### config.mk
export PLATFORM = sky130hd
export DESIGN_NAME = etb_angle
export DESIGN_NICKNAME = d
export VERILOG_FILES = /design/src/etb_pkg.sv /design/src/etb_angle.sv
export SDC_FILE = /design/constraint.sdc
export NUM_CORES = 2
export LEC_CHECK = 0
export BUFFER_PORTS_ARGS = -buffer_cell sky130_fd_sc_hd__buf_2
export CELL_PAD_IN_SITES_DETAIL_PLACEMENT = 0
export CELL_PAD_IN_SITES_GLOBAL_PLACEMENT = 1
export CORE_MARGIN = 2
export CORE_UTILIZATION = 25
export DETAILED_ROUTE_END_ITERATION = 16
export PLACE_DENSITY_LB_ADDON = 0.05
export SYNTH_ARGS = -nofsm -noshare
export SYNTH_HDL_FRONTEND = slang
export SYNTH_SLANG_ARGS = --single-unit
export TNS_END_PERCENT = 10
### constraint.sdc
create_clock -name i_clk -period 13.8 [get_ports i_clk]
set_clock_uncertainty 0.1 [all_clocks]
set_input_delay 1.38 -clock i_clk [delete_from_list [all_inputs] [get_ports i_clk]]
set_output_delay 1.38 -clock i_clk [all_outputs]
set_load 0.005 [all_outputs]
### src/etb_pkg.sv
// shared constants and types of the euler transform matrix builder
// no dependencies
package etb_pkg;

    localparam int FRAC_BITS    = 16;
    localparam int CORDIC_STEPS = 16;
    localparam int MAX_TAB      = 24;
    localparam int TRIG_FRAC    = 30;

    // round(2^32 * pi / 180), applied with a shift of FRAC_BITS + 2
    localparam longint DEG_TO_RAD = 74961321;
    // limiting cordic gain 0.60725... in q30
    localparam longint CORDIC_GAIN = 652032874;

    localparam logic [29:0] ATAN_Q30 [MAX_TAB] = '{
        30'd843314857, 30'd497837829, 30'd263043837, 30'd133525159,
        30'd67021687,  30'd33543516,  30'd16775851,  30'd8388437,
        30'd4194283,   30'd2097149,   30'd1048576,   30'd524288,
        30'd262144,    30'd131072,    30'd65536,     30'd32768,
        30'd16384,     30'd8192,      30'd4096,      30'd2048,
        30'd1024,      30'd512,       30'd256,       30'd128
    };

    // fields that ride along with the angles
    typedef struct packed {
        logic [2:0][31:0] pos;
        logic [2:0][31:0] scl;
        logic             inv;
    } t_side;

    // reduced angle: radians magnitude in q30 plus the sign and fold flags
    typedef struct packed {
        logic [2:0][31:0] z;
        logic [2:0]       neg;
        logic [2:0]       flip;
    } t_ang;

    // cosine and sine in q30
    typedef struct packed {
        logic [2:0][31:0] c;
        logic [2:0][31:0] s;
    } t_trig;

    // m00..m22 then t_x, t_y, t_z
    typedef logic [11:0][31:0] t_mat;

endpackage

### src/etb_angle.sv
// angle reduction: degrees mod 360, fold to [0,90], convert to q30 radians
// depends on etb_pkg
module etb_angle (
    input  logic             i_clk,
    input  logic             i_rst_n,
    input  logic             i_valid,
    output logic             o_ready,
    input  logic [2:0][31:0] i_angle,
    input  etb_pkg::t_side   i_side,
    output logic             o_valid,
    input  logic             i_ready,
    output etb_pkg::t_ang    o_ang,
    output etb_pkg::t_side   o_side
);
    import etb_pkg::*;

    localparam int     F       = FRAC_BITS;
    localparam longint FULL    = longint'(360) << F;
    localparam longint HALF    = FULL / 2;
    localparam longint QUARTER = FULL / 4;
    // angle + 2^31 is unsigned; this offset keeps the modulus unchanged
    localparam longint OFFS    = (longint'(1) << 31) % FULL;
    localparam longint ADDC    = FULL - OFFS;
    localparam int     WW      = 33 - F;
    localparam int     K       = WW + 9;
    localparam int     MW      = WW + 1;
    localparam longint RECIP   = (longint'(1) << K) / 360 + 1;
    localparam int     PW      = WW + MW;
    localparam int     QW      = PW - K;
    localparam int     RW      = F + 9;
    localparam int     MGW     = F + 7;
    localparam int     ZPW     = MGW + 27;

    logic           r_v1, r_v2, r_v3;
    logic           w_rdy1, w_rdy2, w_rdy3;
    t_side          r_side1, r_side2, r_side3;
    logic [32:0]    r_vv [3];
    logic [PW-1:0]  r_pr [3];
    logic [MGW-1:0] r_m [3];
    logic [2:0]     r_neg2, r_flip2, r_neg3, r_flip3;
    logic [31:0]    r_z [3];

    logic [32:0]    n_vv [3];
    logic [PW-1:0]  n_pr [3];
    logic [QW-1:0]  w_q [3];
    logic [32:0]    w_rr [3];
    logic [RW-1:0]  w_rem [3];
    logic [RW:0]    w_rs [3];
    logic [RW:0]    w_mag [3];
    logic [RW:0]    w_fold [3];
    logic [MGW-1:0] n_m [3];
    logic [2:0]     n_neg, n_flip;
    logic [ZPW-1:0] w_zp [3];

    assign w_rdy3  = !r_v3 || i_ready;
    assign w_rdy2  = !r_v2 || w_rdy3;
    assign w_rdy1  = !r_v1 || w_rdy2;
    assign o_ready = w_rdy1;

    always_comb begin
        for (int j = 0; j < 3; j++) begin
            n_vv[j] = {1'b0, ~i_angle[j][31], i_angle[j][30:0]} + 33'(ADDC);
            // quotient by 360 through a reciprocal, exact over this range
            n_pr[j] = PW'(n_vv[j][32:F]) * PW'(RECIP);

            w_q[j]   = r_pr[j][PW-1:K];
            w_rr[j]  = r_vv[j] - 33'(w_q[j]) * 33'(FULL);
            w_rem[j] = w_rr[j][RW-1:0];
            if (w_rem[j] >= RW'(HALF)) begin
                w_rs[j] = {1'b0, w_rem[j]} - (RW+1)'(FULL);
            end else begin
                w_rs[j] = {1'b0, w_rem[j]};
            end
            n_neg[j] = w_rs[j][RW];
            w_mag[j] = n_neg[j] ? (RW+1)'(-w_rs[j]) : w_rs[j];
            if (w_mag[j] > (RW+1)'(QUARTER)) begin
                w_fold[j] = (RW+1)'(HALF) - w_mag[j];
                n_flip[j] = 1'b1;
            end else begin
                w_fold[j] = w_mag[j];
                n_flip[j] = 1'b0;
            end
            n_m[j] = w_fold[j][MGW-1:0];

            w_zp[j] = ZPW'(r_m[j]) * ZPW'(DEG_TO_RAD) + (ZPW'(1) << (F + 1));
        end
    end

    always_ff @(posedge i_clk) begin
        if (!i_rst_n) begin
            r_v1 <= 1'b0;
            r_v2 <= 1'b0;
            r_v3 <= 1'b0;
        end else begin
            if (w_rdy1) r_v1 <= i_valid;
            if (w_rdy2) r_v2 <= r_v1;
            if (w_rdy3) r_v3 <= r_v2;
        end
    end

    always_ff @(posedge i_clk) begin
        if (w_rdy1) begin
            r_side1 <= i_side;
            r_vv    <= n_vv;
            r_pr    <= n_pr;
        end
        if (w_rdy2) begin
            r_side2 <= r_side1;
            r_m     <= n_m;
            r_neg2  <= n_neg;
            r_flip2 <= n_flip;
        end
        if (w_rdy3) begin
            r_side3 <= r_side2;
            r_neg3  <= r_neg2;
            r_flip3 <= r_flip2;
            for (int j = 0; j < 3; j++) begin
                r_z[j] <= w_zp[j][F+33:F+2];
            end
        end
    end

    assign o_valid   = r_v3;
    assign o_side    = r_side3;
    assign o_ang.neg = r_neg3;
    assign o_ang.flip = r_flip3;
    assign o_ang.z[0] = r_z[0];
    assign o_ang.z[1] = r_z[1];
    assign o_ang.z[2] = r_z[2];

    // folded magnitude never passes a quarter turn
    assert property (@(posedge i_clk) disable iff (!i_rst_n)
        r_v2 |-> (r_m[0] <= MGW'(QUARTER) && r_m[1] <= MGW'(QUARTER)
                  && r_m[2] <= MGW'(QUARTER)))
        else $error("folded angle above quarter turn");

    // radians of a quarter turn stay below 2^31 in q30
    assert property (@(posedge i_clk) disable iff (!i_rst_n)
        r_v3 |-> (!r_z[0][31] && !r_z[1][31] && !r_z[2][31]))
        else $error("reduced angle out of range");

endmodule

## After elaboration in Yosys (flattened, before gate mapping)

Memory sizes are Yosys's and may differ from the RTL's.
Cells that the tools add are included.

| cells by class | value |
|---|---|
| $add $sub $neg | 18 |
| multipliers | 9 |
| magnitude comparators | 6 |
| mux-type cells | 14 |
| bitwise gates (word level) | 3 |
| reductions and logical operators | 6 |

Operators by type and width:

| cell | number |
|---|---|
| 26-bit 2-to-1 mux | 6 |
| 50-bit by 18-bit adder with 50-bit output, second input constant | 3 |
| 23-bit by 27-bit multiplier with 50-bit output, second input constant | 3 |
| 17-bit by 17-bit multiplier with 34-bit output, second input constant | 3 |
| 32-bit by 25-bit adder with 33-bit output, second input constant | 3 |
| 26-bit by 23-bit > comparator with 1-bit output, second input constant | 3 |
| 26-bit negator | 3 |
| 25-bit by 25-bit subtractor with 26-bit output, second input constant | 3 |
| 25-bit by 24-bit >= comparator with 1-bit output, second input constant | 3 |
| 25-bit subtractor | 3 |
| 23-bit 2-to-1 mux | 3 |
| 22-bit by 23-bit subtractor with 23-bit output, first input constant | 3 |
| 9-bit by 6-bit multiplier with 6-bit output, second input constant | 3 |
| 1-bit 2-to-1 mux | 5 |
| 1-bit zero test | 3 |
| 1-bit logical OR | 3 |
| 1-bit inverter | 3 |

| storage, ports and cells | value |
|---|---|
| register bits after elaboration | 840 |
| RAM bits | 96 |
| bits of input ports | 293 |
| output and inout bits | 297 |
| logic and storage cells | 94 |
| memories | 1 |

Memory list:

| memory | depth | bits a word | rd ports | clocked after memory_dff | write ports | RTL line | source |
|---|---|---|---|---|---|---|---|
| r_z | 3 | 32 | 3 | 0 | 3 | etb_angle.sv:41 | `logic [31:0] r_z [3];` |

## Logic depth before layout (Yosys ltp)

| depth | value |
|---|---|
| depth in word-level cells | 8 |
| mapped depth | 28 |
| mapped depth without buffers | 28 |

## Worst setup path after synthesis

No wires, ideal clock.

| path | value |
|---|---|
| path kind | input-to-reg |
| start | in i_ready |
| end | reg r_pr[100] (netlist name) (enable) |
| setup time | 2.891 ns |
| data arrival time | 7.995 ns |
| required time | 10.809 ns |
| slack | 2.814 ns |
| cell stages on the path | 2 |
| path buffers | 0 |
| path through | nor2b_1 > nand3_1 |

| on the way | value |
|---|---|
| cells in the longest elaborated chain, start to end | 3 |

Ends and longest elaborated chain:

| element | RTL line | source |
|---|---|---|
| from (decl) | etb_angle.sv:11 | `input logic i_ready,` |
| 1-bit logical OR | etb_angle.sv:55 | `assign w_rdy3 = !r_v3 \|\| i_ready;` |
| 1-bit logical OR | etb_angle.sv:56 | `assign w_rdy2 = !r_v2 \|\| w_rdy3;` |
| 1-bit logical OR | etb_angle.sv:57 | `assign w_rdy1 = !r_v1 \|\| w_rdy2;` |
| named net o_ready | etb_angle.sv:7 | `output logic o_ready,` |
| to (signal assigned) | etb_angle.sv:105 | `r_pr <= n_pr;` |
| to (decl) | etb_angle.sv:38 | `logic [PW-1:0] r_pr [3];` |

The timed path passes the listed nets, and every way through them passes these cells.
A chain may end at the register's enable or synchronous reset.

==> flow_summary_export.csv <==
group,metric,value,unit
clock_network,hold_buffers,0,
synth,avgSynthCellArea,12.37,µm²
clock_network,cts_resized,0,
placement,dp_slack,4.649,ns
worst_setup_path,cp_top_family,"adder cells",
drt,drt_iter0_markers,1707,
placement,portBuffers,589,
die,fp-row-count,199,
worst_setup_path,critical-path-slowest-cell,"a2111oi_0",
finish,fin_util,0.2917,
global_routing,grt_max_degree,115,
worst_setup_path,worst_ep_arrival_time,9.53,ns
worst_setup_path,worstSetupEndpointType,"flip-flop",
clock_network,root_buffer,"clkbuf_16",
clock_network,clk_latency,0.81,ns
drt,vias_per_cell,4.079,
worst_setup_path,critPathBufInv,4,
worst_setup_path,cpPeakStageDelay,0.84,ns
drt,wl_per_cell,20.09,µm
clock_network,cts_inserted_buffers,113,
die,core,0.2943,mm²
synth,ys_warn_count,0,
drt,wl,215200,µm
hold_path,hold_depth,0,
synth,syn-num-nets,8343,
synth,synth_cell_types,90,
drt,ant_nets,0,
die,die_height,548.1,µm
sta,hold_viol,0,
drt,drc_errors,0,
worst_setup_path,path_class,"reg -> reg",
drt,first_pass_iters,5,
worst_setup_path,crit_path_frequent_cell,"fa_1",
clock_network,clockBufferDepth,4,
global_routing,grt_pass1_wl,323800,µm
sta,fin_ws,4.721,ns
clock_network,numClockSinks,852,
die,die-width,548.1,µm
die,dieArea,0.3004,mm²
synth,ys_seq_area_frac,0.3453,
sta,post-route-min-period,9.079,ns
sta,slew_headroom,0.1887,
global_routing,overflow,0,
drt,num_vias,43690,
clock_network,cts_tree,"yes",
run,maxCapViolations,0,
worst_setup_path,cp-start-kind,"flip-flop",
global_routing,grt_pass1_vias,49210,
sta,fmax,110.1,MHz
sta,finalCritPeriodShare,0.6579,
synth,ys_ff_latch,852,
die,start_util,0.2515,
placement,hpwl,179000,µm
synth,yosysTopAreaCell,"edfxtp_1",
sta,tightest_slew,1.208,ns
run_status,outcome,"complete, no violations",
finish,layout_commonest_cell,"inv_1",
synth,synth.area.top_cells,"edfxtp_1 34%, fa_1 26%, ha_1 19%",
sta,fin_setup_tns,0,ns
synth,synth_top_area_frac,0.3445,
synth,async_reset_ff_frac,0,
worst_setup_path,crit_cells,24,
worst_setup_path,rr_worst_depth,24,
synth,netlist_area,0.07401,mm²
clock_network,ctsHtreeMaxLevel,3,
worst_setup_path,required,14.25,ns
sta,setup_viol,0,
sta,rsz0062_at_grt,"false",
synth,synth_edf_count,849,
finish,nets,9058,
finish,area_growth,16.02,%
worst_setup_path,worstPathCellList,"fa_1 > inv_1 > fa_1 > inv_1 > fa_1 > fa_1 > fa_1 > inv_1 > fa_1 > fa_1 > inv_1 > ha_1 > a21o_1 > a21o_1 > a21oi_1 > o21ai_0 > a21o_1 > a2111oi_0 > o21ai_0 > a211oi_1 > o21ai_0 > a311oi_1 > o21bai_1 > xor2_1",
sta,drv_slew,0,
hold_path,min-delay-path-class,"reg -> reg",
synth,ys.flop_type,"edfxtp_1",
finish,drive_gt1_frac,0.1280,
clock_network,postCtsSetupRepairBufs,0,
global_routing,antenna_found_initial,32,
placement,routabilityCongestion,0.7992,
clock_network,clk_pin_slew_worst_paths,0.06,ns
global_routing,grt.total_usage,0.1450,
synth,syn_inst,5982,
finish,final_cell_mix,"1527 x inv_1, 1119 x ha_1, 949 x fa_1",
die,io_pins,590,
finish,fill_cells,30570,
worst_setup_path,critPathMaxFanout,11,
## metrics by stage
| stage | instances | hold WS (ns) | cell area, µm² |
|---|---|---|---|
| after floorplan | 5982 | 0.3003 | 74010 |
| after detailed placement | 10500 | 0.3045 | 82110 |
| after global placement | 10500 | 0.3001 | 82110 |
| after global routing | 10710 | 0.2982 | 85850 |
| final | 10710 | 0.2933 | 85860 |
| after CTS | 10710 | 0.2943 | 85850 |
## final timing paths
check	endpoint	from	slack [ns]
setup / recovery	r_z[0][63]	r_m[26]	4.72
hold / removal	o_side[148]	r_side2[148]	0.29
setup reg to reg	r_z[0][63]	r_m[26]	4.72
hold reg to reg	o_side[148]	r_side2[148]	0.29
## area by class of cell
class / count / area, µm² / area share
well taps: 3919 / 4903 / 0.05711
clock inverters: 72 / 809.5 / 0.009428
diodes: 5 / 12.51 / 0.0001457
flip-flops and latches: 852 / 25550 / 0.2976
repair buffers: 637 / 3321 / 0.03868
multi-input cells: 3564 / 42590 / 0.4960
inverters: 1529 / 5747 / 0.06693
clock buffers: 133 / 2924 / 0.03406
## logic make-up (layout without fill, tap and decap cells)
family                     Yosys count  in the layout  share of synthesized area
DFF                                852            852                     0.3453
other                                0              5                          0
AOI/OAI and AO/OA                  530            530                    0.04725
buffers and inverters             1566           2371                    0.07968
xor gates and xnor gates           291            291                    0.03444
muxes                               15             15                   0.002080
and+or+nand+nor                    660            660                    0.04534
adders and majority gates         2068           2068                     0.4459
## sequential cells by signal, indices dropped and copies added (netlist names), 18 cells and up
name,flops
r_z,96
r_pr,18
r_m,69
o_side,193
r_side1,193
r_side2,193
r_vv,75
## metal layers
layer,up-vias,wire length [µm],track usage
met5,-,84,0
li1,21080,-,-
met3,217,7667,0.02076
met2,616,107500,0.2553
met1,21770,94710,0.1861
met4,14,5285,0.03521
## cell usage after synthesis, types with 48 or more instances
master       n
a21o_1      62
a21oi_1    141
edfxtp_1   849
fa_1       949
ha_1      1119
inv_1     1528
nand2_1    126
nand3_1     48
nor2_1     191
nor3_1      72
o21ai_0    102
xnor2_1    211
xor2_1      80
Power is not shown: default switching activity piles up to over one toggle a cycle in this logic, so the estimate is an artifact.
